### src/rtl/core/rmj_mul_cell.sv
// one shift-add step of a bit-serial multiplier chain
module rmj_mul_cell #(
  parameter int AW = 8,
  parameter int BW = 8,
  parameter int J  = 0
) (
  input  logic             clk_i,
  input  logic             en_i,
  input  logic [AW-1:0]    a_i,
  input  logic [BW-1:0]    b_i,
  input  logic [AW+BW-1:0] acc_i,
  output logic [AW-1:0]    a_o,
  output logic [BW-1:0]    b_o,
  output logic [AW+BW-1:0] acc_o
);
  localparam int PW = AW + BW;

  logic [AW-1:0] a_q;
  logic [BW-1:0] b_q;
  logic [PW-1:0] acc_d, acc_q;

  // add the shifted multiplicand when the current multiplier bit is set
  always_comb begin
    acc_d = acc_i;
    if (b_i[0]) begin
      acc_d = acc_i + (PW'(a_i) << J);
    end
  end

  always_ff @(posedge clk_i) begin
    if (en_i) begin
      a_q   <= a_i;
      b_q   <= b_i >> 1;
      acc_q <= acc_d;
    end
  end

  assign a_o   = a_q;
  assign b_o   = b_q;
  assign acc_o = acc_q;

endmodule

### src/rtl/core/rmj_mul_chain.sv
// row of shift-add cells forming a pipelined unsigned multiplier
module rmj_mul_chain #(
  parameter int AW = 8,
  parameter int BW = 8
) (
  input  logic             clk_i,
  input  logic             en_i,
  input  logic [AW-1:0]    a_i,
  input  logic [BW-1:0]    b_i,
  output logic [AW+BW-1:0] prod_o
);
  localparam int PW = AW + BW;

  logic [AW-1:0] a_w   [BW+1];
  logic [BW-1:0] b_w   [BW+1];
  logic [PW-1:0] acc_w [BW+1];

  assign a_w[0]   = a_i;
  assign b_w[0]   = b_i;
  assign acc_w[0] = '0;

  // one cell per multiplier bit, lsb first
  for (genvar j = 0; j < BW; j++) begin : g_cell
    rmj_mul_cell #(
      .AW(AW),
      .BW(BW),
      .J (j)
    ) u_cell (
      .clk_i(clk_i),
      .en_i (en_i),
      .a_i  (a_w[j]),
      .b_i  (b_w[j]),
      .acc_i(acc_w[j]),
      .a_o  (a_w[j+1]),
      .b_o  (b_w[j+1]),
      .acc_o(acc_w[j+1])
    );
  end

  assign prod_o = acc_w[BW];

endmodule

### config.mk
export PLATFORM = sky130hd
export DESIGN_NAME = rmj_mul_chain
export DESIGN_NICKNAME = d
export VERILOG_FILES = /design/src/rtl/core/rmj_mul_cell.sv /design/src/rtl/core/rmj_mul_chain.sv
export SDC_FILE = /design/constraint.sdc
export NUM_CORES = 1
export LEC_CHECK = 0
export BUFFER_PORTS_ARGS = -buffer_cell sky130_fd_sc_hd__buf_4
export CAP_MARGIN = 20
export CELL_PAD_IN_SITES_DETAIL_PLACEMENT = 0
export CELL_PAD_IN_SITES_GLOBAL_PLACEMENT = 1
export CORE_ASPECT_RATIO = 1.5
export CORE_UTILIZATION = 25
export CTS_BUF_LIST = sky130_fd_sc_hd__clkbuf_8
export CTS_CLUSTER_SIZE = 16
export DETAILED_ROUTE_END_ITERATION = 10
export MAX_ROUTING_LAYER = met4
export PLACE_DENSITY_LB_ADDON = 0.3
export SLEW_MARGIN = 15
export SYNTH_ARGS = -nofsm -noshare
export SYNTH_HDL_FRONTEND = slang
export SYNTH_SLANG_ARGS = --single-unit
### constraint.sdc
create_clock -name clk_i -period 2.4 [get_ports clk_i]
set_input_delay 0.6 -clock clk_i [delete_from_list [all_inputs] [get_ports clk_i]]
set_output_delay 0.6 -clock clk_i [all_outputs]
set_load 0.01 [all_outputs]
==> results summary, run 1 <==
The flow ran to the end, and the final reports show no timing, DRC or antenna violations. The worst setup path category is flip-flop to flip-flop. In this run the worst hold path is classified as primary input to flip-flop. The post-route setup TNS came out at 0 ns. In the layout the commonest cells are 183 x sky130_fd_sc_hd__edfxtp_1, 55 x sky130_fd_sc_hd__ha_1, 34 x sky130_fd_sc_hd__buf_4.

The data arrival at the endpoint of the critical path came out at 2.44 ns. STA classifies the critical path startpoint as a flip-flop. The largest net degree at the start of global routing came out at 44. The sequential cell area fraction in the yosys report came out at 0.647. The overall routed net length is 13,900 um. In this run the static leakage power is 3.41 nW. The average via count per standard cell came out at 4.41. Of the available clock period, the critical path in the final layout requires 0.919. The warning count from the yosys run is 0. The core outline area came out at 33,400 um^2. Synthesis produced 561 cells. Global routing finished with a remaining overflow of 0. The via count of the first global-routing pass came to 5,117. The total standard cell area after synthesis is 8490 um^2. The global-route wire length before repair is 23,400 um. For this configuration, the core starts out at a cell density of 0.254. The repair_antennas step left the layout with diodes totalling 0. In this run the tightest slew margin relative to its limit is 0.667. The signed area change from the synthesized netlist to the final layout is 13.0%. The post-route cell area came out at 9600 um^2. The register bit total from synthesis is 183. Setup repair after global routing left no endpoint under its margin. The post-CTS repair timing setup buffer count came out at 0. The die footprint came out at 34,700 um^2.

The maximum level of the CTS H-tree came out at 4. Static timing analysis puts the maximum clock frequency at 453 MHz. The count of pins over their slew limit came out at 0. The routed wirelength normalized by instance count came out at 13.5 um. The max-cap violation count is 0.

The share of layout cells above drive strength 1 is 0.202. The average instance area after synthesis came out at 15.1 um^2. The worst-skew pair later-pin latency came out at 0.48 ns. The row count came out at 82. The number of buffers added by the clock tree synthesis step is 17. The die boundary width came out at 152 um.

The maximum buffer depth of the clock tree is 2. The number of clock sinks is 183. The final hold violation count came to 0. The number of buffers inserted for hold repair after clock tree synthesis came out at 0. The most used flip-flop cell after synthesis is sky130_fd_sc_hd__edfxtp_1.

The final setup violation count is 0. The pin slew with the least headroom to its limit is 0.499 ns. CTS placed an instance of sky130_fd_sc_hd__clkbuf_8 at the clock tree root. The clock tree from TritonCTS is yes. The library cell used most frequently in the layout, excluding fill and tap cells, is sky130_fd_sc_hd__edfxtp_1. The area share of the leading cell type in the synthesized netlist is 0.647. The chip height is 228 um. After synthesis, the netlist uses 37 different library cells.

The post-DP HPWL is 10,000 um. VDD sags by at most 0.489 mV. The final critical path time including I/O delays and setup is 2.21 ns. By area the synthesized netlist is led by sky130_fd_sc_hd__edfxtp_1 65%, sky130_fd_sc_hd__ha_1 8.1%, sky130_fd_sc_hd__mux2_2 3.8%.

The remaining design rule violation count is 0. The data required time at the worst endpoint is 2.63 ns. The clock skew after layout is 0.0161 ns.

The biggest fanout along the worst timing path came out at 3. The count of flip-flops with a built-in enable after synthesis is 183. The biggest area contributor in the post-synthesis netlist is sky130_fd_sc_hd__edfxtp_1.

The number of antenna violations at the first check in global routing was 0. Power comes to 0.00765 W. The number of gates resized after cts came out at 0.

The count of buffers inserted at the top-level ports is 33. Counting every net in the synthesized netlist gives 641. The total power density per cell area came out at 797 nW/um^2.

The count of antenna-violating nets left after detailed routing came out at 0. In the global route stage, overall resource usage came out at 0.0881. The number of iterations in the first detailed-routing pass is 6.

The weighted congestion reported at the end of routability-driven placement came out at 0.793. The post-detailed-placement cell area is 9190 um^2. The first routing iteration left 185 violations.

In the final design database the tool counted 675 nets. The number of I/O pins is 34. After clock tree synthesis, the clock-pin slew on the worst setup and hold paths is 0.10 ns.

The share of synthesized registers carrying an async set or reset is 0. The sort of element at the end of the critical path is a flip-flop. Across all layers, the routed design uses 4,537 vias.
cells by family (layout without fill, tap and decap cells):
family	after synthesis	count (layout)	synth area share
DFF	183	183	0.647
AOI/OAI and AO/OA	124	124	0.112
and+or+nand+nor	102	102	0.0566
adders and majority gates	62	62	0.0976
buffers and inverters	38	85	0.0240
muxes	30	30	0.0396
xor gates and xnor gates	22	22	0.0227
cell type report:
cell class	count	area [um^2]
fill	3399	23900
timing repair buffer	38	327
tap	420	526
sequential	183	5500
clock buffer	17	234
inverter	15	56.3
clock inverter	15	169
multi-input combinational	340	2790
power breakdown:
| part | switching [W] | total, W | internal (W) |
|---|---|---|---|
| Sequential | 0.000155 | 0.00406 | 0.00391 |
| Clock | 0.00121 | 0.00217 | 0.000954 |
| Combinational | 0.000749 | 0.00142 | 0.000671 |
| Total | 0.00212 | 0.00765 | 0.00553 |
layer usage:
metal,up-vias,GRT usage,share of wire
met5,-,-,0
met1,2241,0.0726,0.35
met2,55,0.182,0.60
met3,17,0.0216,0.024
li1,2224,-,-
met4,0,0.0391,0.020
final timing paths:
path                            slack [ns]  cells past startpoint                     from                         end
worst max-delay path                  0.19                      6  g_cell[3].u_cell.a_o[0]  g_cell[4].u_cell.acc_o[12]
worst min register to register        0.42                      0  g_cell[1].u_cell.b_o[3]     g_cell[2].u_cell.b_o[2]
worst min-delay path                  0.29                      1                   b_i[1]     g_cell[0].u_cell.b_o[0]
worst max register to register        0.19                      6  g_cell[3].u_cell.a_o[0]  g_cell[4].u_cell.acc_o[12]
critical path, stage by stage, from the launching register on:
cell	delay, ns
sky130_fd_sc_hd__edfxtp_1	0.42
sky130_fd_sc_hd__ha_1	0.26
sky130_fd_sc_hd__fa_1	0.43
sky130_fd_sc_hd__a21oi_2	0.22
sky130_fd_sc_hd__o21ai_1	0.12
sky130_fd_sc_hd__o31a_1	0.26
sky130_fd_sc_hd__o31a_1	0.24
state kept, by name, indices dropped and copies added (netlist names):
signal,cells
g_cell.u_cell.a_o,56
g_cell.u_cell.b_o,28
g_cell.u_cell.acc_o,99
per-stage QoR:
stage	hold slack [ns]	std cells	util	setup WS, ns
2_1_floorplan	0.400	561	-	0.388
3_3_place_gp	0.404	996	0.275	0.253
3_5_place_dp	0.405	996	0.275	0.201
4_1_cts	0.252	1028	0.287	0.183
5_1_grt	0.253	1028	0.287	0.0681
6_report	0.295	1028	0.287	0.195
cells in the mapped netlist (7+ instances only):
cell	instances
sky130_fd_sc_hd__a211oi_1	7
sky130_fd_sc_hd__a21o_1	7
sky130_fd_sc_hd__a21oi_1	26
sky130_fd_sc_hd__a21oi_2	7
sky130_fd_sc_hd__and2_1	8
sky130_fd_sc_hd__buf_4	16
sky130_fd_sc_hd__edfxtp_1	183
sky130_fd_sc_hd__fa_1	7
sky130_fd_sc_hd__ha_1	55
sky130_fd_sc_hd__inv_1	15
sky130_fd_sc_hd__mux2_2	29
sky130_fd_sc_hd__nand2_1	33
sky130_fd_sc_hd__nor2_1	27
sky130_fd_sc_hd__nor3_1	8
sky130_fd_sc_hd__o211ai_1	14
sky130_fd_sc_hd__o21ai_1	12
sky130_fd_sc_hd__o31a_1	12
sky130_fd_sc_hd__o31ai_1	13
sky130_fd_sc_hd__xnor2_1	14
sky130_fd_sc_hd__xor2_1	8
Power figures use the tool's default switching activity.
==> run 2, diff against run 1 <==
--- a/config.mk
+++ b/config.mk
@@ -5,6 +5,7 @@
 export SDC_FILE = /design/constraint.sdc
 export NUM_CORES = 1
 export LEC_CHECK = 0
+export ABC_AREA = 1
 export BUFFER_PORTS_ARGS = -buffer_cell sky130_fd_sc_hd__buf_4
 export CAP_MARGIN = 20
 export CELL_PAD_IN_SITES_DETAIL_PLACEMENT = 0
@@ -20,3 +21,4 @@
 export SYNTH_ARGS = -nofsm -noshare
 export SYNTH_HDL_FRONTEND = slang
 export SYNTH_SLANG_ARGS = --single-unit
+export TNS_END_PERCENT = 5
==> results summary, run 2 <==
The hold-critical path depth is 1. The data arrival at the endpoint of the critical path is 2.10 ns. The clock transition time at the flip-flop clock pins of the worst setup and hold paths came out at 0.09 ns. The final critical path time including I/O delays and setup is 1.87 ns. The area share of the leading cell type in the synthesized netlist is 0.636. The register with the most flip-flops in the layout has 99 of them. The run finished with clean final reports. The starting DRC count in detailed routing is 197.

The share of layout cells above drive strength 1 came out at 0.103. The sort of element at the end of the critical path is a flip-flop. The count of antenna-violating nets left after detailed routing came out at 0.

The part of the power in registers is 0.562. The netlist uses 22 different library cells. The remaining design rule violation count is 0. The number of antenna violations at the first check in global routing is 0.

The initialized floorplan defines 83 standard-cell rows. The total standard cell area after synthesis came out at 8640 um^2. The design internal power came out at 0.00514 W.

Once layout is done, the placed cells without fillers occupy 9700 um^2. For the final routed database, the setup TNS stands at 0 ns. The number of antenna diodes in the final layout is 0. Data on the critical path is required at its endpoint by 2.62 ns. The total number of nets in the final design is 883. The worst setup path category is flip-flop to flip-flop. The worst setup path is launched from a flip-flop. The most used flip-flop cell after synthesis is sky130_fd_sc_hd__edfxtp_1. The leakage power figure is 4.13 nW. Global routing finished with a remaining overflow of 0.

The count of pins over their slew limit is 0. Among all cell types in the netlist, the one instantiated most often is sky130_fd_sc_hd__nand2_1. The largest net degree at the start of global routing came out at 63. The number of iterations in the first detailed-routing pass came out at 4. The top cell types in the final layout, fill and taps aside, are 251 x sky130_fd_sc_hd__nand2_1, 183 x sky130_fd_sc_hd__edfxtp_1, 79 x sky130_fd_sc_hd__inv_1.

The buffer cell driving the clock tree root is sky130_fd_sc_hd__clkbuf_8. The number of I/O pins is 34. At the pin with the least slew margin, the transition time is 0.412 ns. The count of flip-flops with a built-in enable after synthesis is 183. The number of buffers inserted for hold repair after clock tree synthesis came out at 0. The clock tree synthesis step divided the H-tree into 4 levels. The path depth of the worst reg2reg path came out at 8. The total global-route track usage is 0.0922. The top cell type by total area after synthesis is sky130_fd_sc_hd__edfxtp_1. The clock passes through at most 2 buffers. The final hold violation count was 0.

The maximum vdd ir drop came out at 0.301 mV. The filler-free cell count of the finished design is 1,241. The overall via count from detail_route came out at 5,128. The combinational group share of total power is 0.168. The commonest non-fill, non-tap cell in the layout is sky130_fd_sc_hd__nand2_1. The post-route total power is 0.00710 W. The post-CTS repair timing setup buffer count is 0. The sequential cell area fraction in the yosys report is 0.636. The chip height is 230 um. The die boundary width is 154 um. The instance count of the mapped netlist came out at 765. The total power density per cell area came out at 732 nW/um^2.

The via count of the first global-routing pass came out at 5,400. The initial core utilization came out at 0.253. Sorting the synthesized cells by how often they occur yields 251 x sky130_fd_sc_hd__nand2_1, 183 x sky130_fd_sc_hd__edfxtp_1, 77 x sky130_fd_sc_hd__inv_1.

The total area inside the core boundary comes to 34,200 um^2. Counting tap cells, the placed design contains a total of 1,209 instances. The switching power as a share of total power came out at 0.275.

The weighted congestion reported at the end of routability-driven placement came out at 0.773. The worst pin sits at a relative slew slack of 0.726. The average instance area after synthesis is 11.3 um^2.

The clock network power share is 0.269. The warning count from the yosys run is 0. Detailed placement finished with a half-perimeter wire length of 10,800 um. The count of buffers inserted at the top-level ports came out at 33.

The overall routed net length came out at 14,600 um. The register bit total from synthesis is 183. Setup repair after global routing left no endpoint under its margin. The number of gates resized after cts is 0. The share of synthesized registers carrying an async set or reset is 0. The die footprint came out at 35,300 um^2. The post-route worst hold slack came out at 0.307 ns. The final setup violation count is 0.

TritonCTS built the clock tree. The post-route fraction of the period consumed by the critical path came out at 0.781. Clock skew on the completed layout was measured at 0.0157 ns. Compared with the post-synthesis result, the final layout area differs by 12.3%. Summed over all nets, the switching power comes to 0.00195 W.

The max-cap violation count came out at 0. Dividing the detail-routed via count by the number of cells gives 4.13. The routed wirelength normalized by instance count came out at 11.7 um. The number of clock sinks came out at 183. The worst-skew pair later-pin latency is 0.47 ns. The total nets after synthesis is 845.

Along the worst path, the maximum fanout reaches 3. By area the synthesized netlist is led by sky130_fd_sc_hd__edfxtp_1 64%, sky130_fd_sc_hd__nand2_1 11%, sky130_fd_sc_hd__ha_1 8.0%. The number of buffers added by the clock tree synthesis step is 17. The path class of the tightest hold or removal check is primary input to flip-flop. The placed instances occupy a cell area of 9350 um^2. The first global-routing pass estimated 24,700 um of wire. The highest achievable clock rate came out at 534 MHz.
-- run 2: metrics by stage --
step | worst slack (ns) | utilization
after floorplan | 0.714 | -
after global placement | 0.569 | 0.274
after detailed placement | 0.515 | 0.274
after CTS | 0.501 | 0.284
after global routing | 0.390 | 0.284
final | 0.526 | 0.284
-- run 2: power by group through the flow --
stage,Combinational [W],Clock [W],Sequential [W]
2_1_floorplan,0.000900,0,0.00403
3_3_place_gp,0.00121,0,0.00407
3_5_place_dp,0.00122,0,0.00407
4_1_cts,0.00122,0.00202,0.00400
5_1_grt,0.00141,0.00215,0.00403
6_report,0.00119,0.00191,0.00399
-- run 2: layout make-up --
| type | instances | area [um^2] |
|---|---|---|
| timing repair buffer | 43 | 354 |
| inverter | 83 | 312 |
| tap | 425 | 532 |
| fill | 3543 | 24500 |
| sequential | 183 | 5500 |
| clock buffer | 17 | 234 |
| multi-input combinational | 475 | 2660 |
| clock inverter | 15 | 113 |
-- run 2: worst max-delay path, cell delays in order (launching register included) --
cell	delay, ns
sky130_fd_sc_hd__edfxtp_1	0.41
sky130_fd_sc_hd__ha_1	0.25
sky130_fd_sc_hd__fa_1	0.40
sky130_fd_sc_hd__nand2_1	0.12
sky130_fd_sc_hd__nand3_2	0.10
sky130_fd_sc_hd__nand3b_1	0.14
sky130_fd_sc_hd__nand3_1	0.08
sky130_fd_sc_hd__nand3_1	0.08
sky130_fd_sc_hd__nand2_1	0.06
-- run 2: final timing paths --
check	startpoint	endpoint	slack (ns)
worst max-delay path	g_cell[2].u_cell.a_o[0]	g_cell[3].u_cell.acc_o[9]	0.53
worst max register to register	g_cell[2].u_cell.a_o[0]	g_cell[3].u_cell.acc_o[9]	0.53
worst min register to register	g_cell[3].u_cell.b_o[2]	g_cell[4].u_cell.b_o[1]	0.42
worst min-delay path	b_i[6]	g_cell[0].u_cell.b_o[5]	0.31
-- run 2: cell families (layout without fill, tap and decap cells) --
logic type | count (synthesis) | after routing | synth area share
AOI/OAI and AO/OA | 56 | 56 | 0.0329
xor gates and xnor gates | 8 | 8 | 0.00811
adders and majority gates | 62 | 62 | 0.0959
buffers and inverters | 107 | 158 | 0.0562
DFF | 183 | 183 | 0.636
and+or+nand+nor | 349 | 349 | 0.171
-- run 2: layer usage --
| metal | GRT usage | vias to the layer above | part of all wire |
|---|---|---|---|
| li1 | - | 2655 | - |
| met3 | 0.0219 | 20 | 0.022 |
| met2 | 0.190 | 59 | 0.61 |
| met4 | 0.0363 | 0 | 0.019 |
| met5 | - | - | 0 |
| met1 | 0.0753 | 2394 | 0.35 |
